<file path="src/hw/rtl/opb_pkg.sv">
// ----------------------------------------------------------------------------
// opb_pkg
// Shared types and constants of the overlap pixel blender.
// ----------------------------------------------------------------------------
package opb_pkg;

    localparam int ROW_BITS       = 12;
    localparam int ROW_MAX        = 4095;
    localparam int OVERLAP_BITS   = 12;
    localparam int EDGE_BITS      = 11;
    localparam int BLEND_BITS     = 2;
    localparam int DIFF_MODE_BITS = 1;
    localparam int ZONE_BITS      = 2;
    localparam int CFG_INDEX_BITS = 2;
    localparam int CFG_DATA_BITS  = 12;

    // configuration register indexes
    localparam logic [CFG_INDEX_BITS-1:0] CFG_OVERLAP_LINES = 2'd0;
    localparam logic [CFG_INDEX_BITS-1:0] CFG_EDGE_LINES    = 2'd1;
    localparam logic [CFG_INDEX_BITS-1:0] CFG_BLEND_MODE    = 2'd2;
    localparam logic [CFG_INDEX_BITS-1:0] CFG_DIFF_MODE     = 2'd3;

    // reset values
    localparam logic [OVERLAP_BITS-1:0]   OVERLAP_LINES_RST = 12'd64;
    localparam logic [EDGE_BITS-1:0]      EDGE_LINES_RST    = 11'd20;

    // blend modes
    localparam logic [BLEND_BITS-1:0] BLEND_SPLIT   = 2'd0;
    localparam logic [BLEND_BITS-1:0] BLEND_FIRST   = 2'd1;
    localparam logic [BLEND_BITS-1:0] BLEND_SECOND  = 2'd2;
    localparam logic [BLEND_BITS-1:0] BLEND_AVERAGE = 2'd3;

    // difference modes
    localparam logic [DIFF_MODE_BITS-1:0] DIFF_CONJ_PROD = 1'b0;
    localparam logic [DIFF_MODE_BITS-1:0] DIFF_SUBTRACT  = 1'b1;

    // zone codes
    localparam logic [ZONE_BITS-1:0] ZONE_UPPER  = 2'd0;
    localparam logic [ZONE_BITS-1:0] ZONE_CENTER = 2'd1;
    localparam logic [ZONE_BITS-1:0] ZONE_LOWER  = 2'd2;

    typedef struct packed {
        logic [OVERLAP_BITS-1:0]   overlap_lines;
        logic [EDGE_BITS-1:0]      edge_lines;
        logic [BLEND_BITS-1:0]     blend_mode;
        logic [DIFF_MODE_BITS-1:0] diff_mode;
    } t_cfg;

endpackage

</file>
<file path="src/hw/rtl/overlap_pixel_blender_unit.sv">
// ----------------------------------------------------------------------------
// overlap_pixel_blender_unit
// Blends one pixel of the overlap band between two radar frames.
// ----------------------------------------------------------------------------
// One pixel is taken per clock whenever start is high; busy is never raised.
// Each pixel passes an input register and a result register, so its result
// appears on the o_ ports, with o_valid, from the result register, for
// one cycle only. The receiver cannot stall: it must take every result in
// the cycle it is shown. Configuration writes take effect at once and should
// be made only while no pixel is in flight.
module overlap_pixel_blender_unit
    import opb_pkg::*;
#(
    parameter int SAMPLE_BITS       = 16,
    parameter int MAX_OVERLAP_LINES = 4096
) (
    input  logic                          i_clk,
    input  logic                          i_rst_n,
    input  logic                          i_cfg_we,
    input  logic        [CFG_INDEX_BITS-1:0] i_cfg_index,
    input  logic        [CFG_DATA_BITS-1:0]  i_cfg_data,
    input  logic                          start,
    output logic                          busy,
    input  logic        [ROW_BITS-1:0]    i_row,
    input  logic signed [SAMPLE_BITS-1:0] i_first_re,
    input  logic signed [SAMPLE_BITS-1:0] i_first_im,
    input  logic signed [SAMPLE_BITS-1:0] i_second_re,
    input  logic signed [SAMPLE_BITS-1:0] i_second_im,
    output logic                          o_valid,
    output logic signed [SAMPLE_BITS-1:0] o_mosaic_re,
    output logic signed [SAMPLE_BITS-1:0] o_mosaic_im,
    output logic signed [2*SAMPLE_BITS:0] o_diff_re,
    output logic signed [2*SAMPLE_BITS:0] o_diff_im,
    output logic                          o_diff_valid,
    output logic        [ZONE_BITS-1:0]   o_zone
);

    t_cfg                          cfg;
    logic                          accept;

    logic                          r_in_valid;
    logic        [ROW_BITS-1:0]    r_row;
    logic signed [SAMPLE_BITS-1:0] r_first_re;
    logic signed [SAMPLE_BITS-1:0] r_first_im;
    logic signed [SAMPLE_BITS-1:0] r_second_re;
    logic signed [SAMPLE_BITS-1:0] r_second_im;

    logic signed [SAMPLE_BITS-1:0] n_mosaic_re;
    logic signed [SAMPLE_BITS-1:0] n_mosaic_im;
    logic signed [2*SAMPLE_BITS:0] n_diff_re;
    logic signed [2*SAMPLE_BITS:0] n_diff_im;
    logic                          n_diff_valid;
    logic        [ZONE_BITS-1:0]   n_zone;

    logic                          r_out_valid;
    logic signed [SAMPLE_BITS-1:0] r_mosaic_re;
    logic signed [SAMPLE_BITS-1:0] r_mosaic_im;
    logic signed [2*SAMPLE_BITS:0] r_diff_re;
    logic signed [2*SAMPLE_BITS:0] r_diff_im;
    logic                          r_diff_valid;
    logic        [ZONE_BITS-1:0]   r_zone;

    assign busy   = 1'b0;
    assign accept = start && !busy;

    opb_cfg_regs u_cfg_regs (
        .i_clk       (i_clk),
        .i_rst_n     (i_rst_n),
        .i_cfg_we    (i_cfg_we),
        .i_cfg_index (i_cfg_index),
        .i_cfg_data  (i_cfg_data),
        .o_cfg       (cfg)
    );

    // input register
    always_ff @(posedge i_clk) begin
        if (!i_rst_n) begin
            r_in_valid <= 1'b0;
        end else begin
            r_in_valid <= accept;
        end
    end

    always_ff @(posedge i_clk) begin
        if (accept) begin
            r_row       <= i_row;
            r_first_re  <= i_first_re;
            r_first_im  <= i_first_im;
            r_second_re <= i_second_re;
            r_second_im <= i_second_im;
        end
    end

    opb_pixel_core #(
        .SAMPLE_BITS       (SAMPLE_BITS),
        .MAX_OVERLAP_LINES (MAX_OVERLAP_LINES)
    ) u_core (
        .i_cfg        (cfg),
        .i_row        (r_row),
        .i_first_re   (r_first_re),
        .i_first_im   (r_first_im),
        .i_second_re  (r_second_re),
        .i_second_im  (r_second_im),
        .o_mosaic_re  (n_mosaic_re),
        .o_mosaic_im  (n_mosaic_im),
        .o_diff_re    (n_diff_re),
        .o_diff_im    (n_diff_im),
        .o_diff_valid (n_diff_valid),
        .o_zone       (n_zone)
    );

    // result register
    always_ff @(posedge i_clk) begin
        if (!i_rst_n) begin
            r_out_valid <= 1'b0;
        end else begin
            r_out_valid <= r_in_valid;
        end
    end

    always_ff @(posedge i_clk) begin
        if (r_in_valid) begin
            r_mosaic_re  <= n_mosaic_re;
            r_mosaic_im  <= n_mosaic_im;
            r_diff_re    <= n_diff_re;
            r_diff_im    <= n_diff_im;
            r_diff_valid <= n_diff_valid;
            r_zone       <= n_zone;
        end
    end

    assign o_valid      = r_out_valid;
    assign o_mosaic_re  = r_mosaic_re;
    assign o_mosaic_im  = r_mosaic_im;
    assign o_diff_re    = r_diff_re;
    assign o_diff_im    = r_diff_im;
    assign o_diff_valid = r_diff_valid;
    assign o_zone       = r_zone;

endmodule

</file>
<file path="src/hw/rtl/opb_cfg_regs.sv">
// ----------------------------------------------------------------------------
// opb_cfg_regs
// Configuration register file, written through a plain write port.
// ----------------------------------------------------------------------------
module opb_cfg_regs
    import opb_pkg::*;
(
    input  logic                      i_clk,
    input  logic                      i_rst_n,
    input  logic                      i_cfg_we,
    input  logic [CFG_INDEX_BITS-1:0] i_cfg_index,
    input  logic [CFG_DATA_BITS-1:0]  i_cfg_data,
    output t_cfg                      o_cfg
);

    t_cfg r_cfg;
    t_cfg n_cfg;

    always_comb begin
        n_cfg = r_cfg;
        if (i_cfg_we) begin
            case (i_cfg_index)
                CFG_OVERLAP_LINES: n_cfg.overlap_lines = i_cfg_data[OVERLAP_BITS-1:0];
                CFG_EDGE_LINES:    n_cfg.edge_lines    = i_cfg_data[EDGE_BITS-1:0];
                CFG_BLEND_MODE:    n_cfg.blend_mode    = i_cfg_data[BLEND_BITS-1:0];
                CFG_DIFF_MODE:     n_cfg.diff_mode     = i_cfg_data[DIFF_MODE_BITS-1:0];
                default:           n_cfg = r_cfg;
            endcase
        end
    end

    always_ff @(posedge i_clk) begin
        if (!i_rst_n) begin
            r_cfg.overlap_lines <= OVERLAP_LINES_RST;
            r_cfg.edge_lines    <= EDGE_LINES_RST;
            r_cfg.blend_mode    <= BLEND_SPLIT;
            r_cfg.diff_mode     <= DIFF_CONJ_PROD;
        end else begin
            r_cfg <= n_cfg;
        end
    end

    assign o_cfg = r_cfg;

endmodule

</file>
<file path="src/hw/rtl/opb_pixel_core.sv">
// ----------------------------------------------------------------------------
// opb_pixel_core
// Combinational pixel blend: zone decision, blended sample and difference.
// ----------------------------------------------------------------------------
module opb_pixel_core
    import opb_pkg::*;
#(
    parameter int SAMPLE_BITS       = 16,
    parameter int MAX_OVERLAP_LINES = 4096
) (
    input  t_cfg                              i_cfg,
    input  logic        [ROW_BITS-1:0]        i_row,
    input  logic signed [SAMPLE_BITS-1:0]     i_first_re,
    input  logic signed [SAMPLE_BITS-1:0]     i_first_im,
    input  logic signed [SAMPLE_BITS-1:0]     i_second_re,
    input  logic signed [SAMPLE_BITS-1:0]     i_second_im,
    output logic signed [SAMPLE_BITS-1:0]     o_mosaic_re,
    output logic signed [SAMPLE_BITS-1:0]     o_mosaic_im,
    output logic signed [2*SAMPLE_BITS:0]     o_diff_re,
    output logic signed [2*SAMPLE_BITS:0]     o_diff_im,
    output logic                              o_diff_valid,
    output logic        [ZONE_BITS-1:0]       o_zone
);

    localparam int SB       = SAMPLE_BITS;
    localparam int DIFF_W   = 2 * SAMPLE_BITS + 1;
    localparam int OV_LIM_I = (MAX_OVERLAP_LINES - 1 > ROW_MAX) ? ROW_MAX
                                                                : MAX_OVERLAP_LINES - 1;
    localparam logic [OVERLAP_BITS-1:0] OV_LIMIT = OVERLAP_BITS'(OV_LIM_I);
    localparam logic signed [SB-1:0] SAMPLE_MAX = {1'b0, {(SB-1){1'b1}}};
    localparam logic signed [SB-1:0] SAMPLE_MIN = {1'b1, {(SB-1){1'b0}}};

    logic        [OVERLAP_BITS-1:0]  ov;
    logic signed [ROW_BITS:0]        lower_start;
    logic                            in_upper;
    logic                            in_lower;
    logic                            split_first;
    logic                            all_nz;
    logic signed [SB:0]              sum_re;
    logic signed [SB:0]              sum_im;
    logic signed [SB-1:0]            avg_re;
    logic signed [SB-1:0]            avg_im;
    logic signed [2*SB-1:0]          p_a;
    logic signed [2*SB-1:0]          p_b;
    logic signed [2*SB-1:0]          p_c;
    logic signed [2*SB-1:0]          p_d;
    logic signed [DIFF_W-1:0]        conj_re;
    logic signed [DIFF_W-1:0]        conj_im;
    logic signed [SB:0]              sub_re;
    logic signed [SB:0]              sub_im;

    // zone decision; the lower edge start may go negative on a short band
    assign ov          = (i_cfg.overlap_lines > OV_LIMIT) ? OV_LIMIT : i_cfg.overlap_lines;
    assign lower_start = $signed({1'b0, ov})
                       - $signed({{(ROW_BITS+1-EDGE_BITS){1'b0}}, i_cfg.edge_lines});
    assign in_upper    = i_row < {{(ROW_BITS-EDGE_BITS){1'b0}}, i_cfg.edge_lines};
    assign in_lower    = $signed({1'b0, i_row}) >= lower_start;
    assign split_first = i_row < (ov >> 1);

    assign all_nz = (|i_first_re) && (|i_first_im) && (|i_second_re) && (|i_second_im);

    // average: halve when all parts are nonzero, otherwise saturate the sum
    assign sum_re = $signed({i_first_re[SB-1], i_first_re})
                  + $signed({i_second_re[SB-1], i_second_re});
    assign sum_im = $signed({i_first_im[SB-1], i_first_im})
                  + $signed({i_second_im[SB-1], i_second_im});

    always_comb begin
        if (all_nz) begin
            avg_re = sum_re[SB:1];
            avg_im = sum_im[SB:1];
        end else begin
            if (sum_re[SB] != sum_re[SB-1]) begin
                avg_re = sum_re[SB] ? SAMPLE_MIN : SAMPLE_MAX;
            end else begin
                avg_re = sum_re[SB-1:0];
            end
            if (sum_im[SB] != sum_im[SB-1]) begin
                avg_im = sum_im[SB] ? SAMPLE_MIN : SAMPLE_MAX;
            end else begin
                avg_im = sum_im[SB-1:0];
            end
        end
    end

    // first * conj(second)
    assign p_a     = i_first_re * i_second_re;
    assign p_b     = i_first_im * i_second_im;
    assign p_c     = i_first_im * i_second_re;
    assign p_d     = i_first_re * i_second_im;
    assign conj_re = $signed({p_a[2*SB-1], p_a}) + $signed({p_b[2*SB-1], p_b});
    assign conj_im = $signed({p_c[2*SB-1], p_c}) - $signed({p_d[2*SB-1], p_d});

    assign sub_re = $signed({i_first_re[SB-1], i_first_re})
                  - $signed({i_second_re[SB-1], i_second_re});
    assign sub_im = $signed({i_first_im[SB-1], i_first_im})
                  - $signed({i_second_im[SB-1], i_second_im});

    always_comb begin
        o_diff_re    = '0;
        o_diff_im    = '0;
        o_diff_valid = 1'b0;
        o_mosaic_re  = i_first_re;
        o_mosaic_im  = i_first_im;
        if (in_upper) begin
            o_zone = ZONE_UPPER;
        end else if (in_lower) begin
            o_zone      = ZONE_LOWER;
            o_mosaic_re = i_second_re;
            o_mosaic_im = i_second_im;
        end else begin
            o_zone       = ZONE_CENTER;
            o_diff_valid = 1'b1;
            if (all_nz) begin
                if (i_cfg.diff_mode == DIFF_SUBTRACT) begin
                    o_diff_re = {{SB{sub_re[SB]}}, sub_re};
                    o_diff_im = {{SB{sub_im[SB]}}, sub_im};
                end else begin
                    o_diff_re = conj_re;
                    o_diff_im = conj_im;
                end
            end
            case (i_cfg.blend_mode)
                BLEND_SPLIT: begin
                    if (!split_first) begin
                        o_mosaic_re = i_second_re;
                        o_mosaic_im = i_second_im;
                    end
                end
                BLEND_FIRST: begin
                    o_mosaic_re = i_first_re;
                    o_mosaic_im = i_first_im;
                end
                BLEND_SECOND: begin
                    o_mosaic_re = i_second_re;
                    o_mosaic_im = i_second_im;
                end
                default: begin
                    o_mosaic_re = avg_re;
                    o_mosaic_im = avg_im;
                end
            endcase
        end
    end

endmodule

</file>
<file path="config.mk">
export PLATFORM = sky130hd
export DESIGN_NAME = overlap_pixel_blender_unit
export DESIGN_NICKNAME = d
export VERILOG_FILES = /design/src/hw/rtl/opb_pkg.sv /design/src/hw/rtl/overlap_pixel_blender_unit.sv /design/src/hw/rtl/opb_cfg_regs.sv /design/src/hw/rtl/opb_pixel_core.sv
export SDC_FILE = /design/constraint.sdc
export NUM_CORES = 2
export LEC_CHECK = 0
export BUFFER_PORTS_ARGS = -buffer_cell sky130_fd_sc_hd__buf_4
export CAP_MARGIN = 0
export CORE_ASPECT_RATIO = 1.1
export CORE_UTILIZATION = 44
export CTS_BUF_LIST = sky130_fd_sc_hd__clkbuf_8
export CTS_CLUSTER_SIZE = 25
export DETAILED_ROUTE_END_ITERATION = 8
export GPL_ROUTABILITY_DRIVEN = 0
export RECOVER_POWER = 50
export SKIP_LAST_GASP = 1
export SLEW_MARGIN = 5
export SYNTH_ARGS = -nofsm -noshare
export SYNTH_HDL_FRONTEND = slang
export SYNTH_SLANG_ARGS = --single-unit
</file>
<file path="constraint.sdc">
create_clock -name i_clk -period 21.6 [get_ports i_clk]
set_clock_uncertainty 0.05 [all_clocks]
set_input_delay 2.16 -clock i_clk [delete_from_list [all_inputs] [get_ports i_clk]]
set_output_delay 2.16 -clock i_clk [all_outputs]
set_load 0.02 [all_outputs]
</file>
==> metrics.yaml <==
ant_nets: 0
cap_viol_max_count: 4
wirelength_um: 161300
viasPerCell: 5.384
end_kind: "flip-flop"
crit_path_start_kind: "flip-flop"
max_slew.worst_pin.slew_ns: 3.793
grt_start_max_net_pins: 60
clk_pin_slew_worst_paths_ns: 0.06
crit_path_start: "r_first_re[15]$_DFFE_PP_"
slowest_stage: "clkinv_1"
grt_pass1_wl_um: 251100
hold_start: "u_cfg_regs.o_cfg[8]$_SDFFE_PN0P_"
finalCritPeriodShare_pct: 41.84
finalHoldViolations: 0
yosysWarnings: 0
fp.dieW_um: 332.1
final.min_clock_period_ns: 9.037
nets: 7354
io_pins: 197
rows: 132
setup_tns_ns: 0
holdCritPathClass: "flip-flop to flip-flop"
crit_arrival_ns: 9.39
crit_type: "flip-flop to flip-flop"
cts_setup_buffers: 0
cts_sinks: 204
relSlewSlack_pct: -152.9
yosysSeqAreaShare_pct: 11.09
ctsResizeCount: 0
grtUsageMet2_pct: 45.85
syn_nets: 7295
grtUsageTotal_pct: 27.60
dp_hpwl_um: 121900
outcome: "finished with violations"
final_common_cell: "inv_1"
start_util_pct: 44.59
synth-edff-count: 176
die_h_um: 365.1
ys_top_cells_by_area: "fa_1 45%, edfxtp_1 10%, ha_1 9.9%"
syn_area_per_cell_um2: 9.410
crit_top_cell: "fa_1"
netlist_area_um2: 52730
synth_cells: 5604
path_buf_inv: 6
avgRoutedWirePerCell_um: 22.29
dp.cells: 7160
antenna_found_initial: 4
clk_latency_ns: 0.72
cp_max_fo: 20
ys.flop_type: "edfxtp_1"
first_global_vias: 41480
cts_htree_levels: 2
grt_overflow_total: 0
cts_buffers: 42
worstPathRequired_ns: 21.96
fmax_ghz: 0.1107
synthArstFlopShare_pct: 0
drt_first_pass_iters: 6
seq_area_um2: 5847
grt.met3_usage_pct: 5.663
synth.distinct_cells: 86
synth_top_area_share_pct: 44.72
rsz0062_at_grt: "false"
cp_slowest_stage_delay_ns: 0.81
fin_cells: 7239
first_iter_violations: 3160
coreArea_um2: 118300
io_buffers: 195
drc: 0
drive_above_1_share_pct: 6.162
ys_ff_latch: 204
multiInputGateArea_um2: 40700
cts_tree: "yes"
cp_top_family: "adder cells"
setup_viol_count_final: 0
holdBufCountCts: 0
grt-busiest-layer: "met2"
gr-usage-met1_pct: 34.68
syn_to_final_growth_pct: 7.370
final_cell_mix: "1386 x inv_1, 1178 x fa_1, 590 x nand2_1, 419 x ha_1, 373 x and2_1"
clockBufferDepth: 3
cts_root_buf: "clkbuf_8"
violations: "max-capacitance violations, max-slew violations"
via_count: 38980
maxSlewViolCount: 184
fp.dieArea_um2: 121200
rr_startpoint: "r_first_re[15]$_DFFE_PP_"
n_fill_cell: 11310
netlist.top_cell.by_area: "fa_1"
[cell type report]
| type | instances | area share (%) |
|---|---|---|
| diodes | 2 | 0.008840 |
| flip-flops and latches | 204 | 10.33 |
| well taps | 1541 | 3.405 |
| repair buffers | 280 | 3.593 |
| multi-input cells | 3754 | 71.88 |
| clock buffers | 45 | 1.094 |
| clock inverters | 32 | 0.5370 |
| inverters | 1381 | 9.156 |
[per-stage QoR]
stage,area (um2),hold WS (ns),util (%),worst slack [ns]
6_report,56620,0.4127,47.88,12.56
5_1_grt,56620,0.4468,47.88,12.16
4_1_cts,56680,0.4153,47.93,12.62
3_5_place_dp,55760,0.4071,47.15,12.65
3_3_place_gp,55760,0.4019,47.15,12.82
2_1_floorplan,52730,0.3935,-,13.67
[cell families (layout without fill, tap and decap cells)]
family	Yosys count	in the layout	share of synthesized area, %
compound gates	548	548	6.929
xor+xnor	147	147	2.442
fa+ha+maj	1597	1597	54.66
buf+inv	1646	1738	11.76
flops	204	204	11.09
mux	8	8	0.1519
other cells	1	3	0.007111
simple gates	1453	1453	12.96
[worst reg2reg max path, delay by kind of cell (launching register included)]
family	cells	cell delay, ns
xor+xnor	1	0.16
buf+inv	6	1.79
compound gates	7	1.37
flops	1	0.32
simple gates	2	0.65
fa+ha+maj	9	4.41
[cells in the mapped netlist, types with 12 or more instances]
master / number
nor2b_1: 18
and2_1: 373
nand4_1: 13
nand2b_1: 33
nor3_1: 34
o211ai_1: 24
a31oi_1: 21
a221oi_1: 12
fa_1: 1178
o21ai_1: 13
edfxtp_1: 176
o22ai_1: 20
o221ai_1: 14
xor2_1: 46
xnor2_1: 101
buf_1: 16
o21a_1: 31
nor2_1: 297
o21bai_1: 12
a21oi_1: 132
ha_1: 419
a211oi_1: 22
a21o_1: 25
a21boi_0: 26
nor4_1: 20
clkbuf_1: 240
or3_1: 13
o21ai_0: 94
nand3_1: 27
nand2_1: 591
o31ai_1: 17
dfxtp_1: 28
inv_1: 1375
[per-layer routing]
metal	part of all wire, %	routed length [um]
met5	0.012	20
met4	5.7	9116
met3	8.4	13550
met2	47	76580
met1	38	62070
[final timing paths]
kind | to | slack (ns) | depth (start not counted)
worst max-delay path | o_diff_re[30]$_SDFFCE_PP0P_ | 12.56 | 25
worst min register to register | u_cfg_regs.o_cfg[8]$_SDFFE_PN0P_ | 0.41 | 2
worst min-delay path | u_cfg_regs.o_cfg[8]$_SDFFE_PN0P_ | 0.41 | 2
worst max register to register | o_diff_re[30]$_SDFFCE_PP0P_ | 12.56 | 25
Power is not shown: default switching activity piles up to over one toggle a cycle in this logic, so the estimate is an artifact.
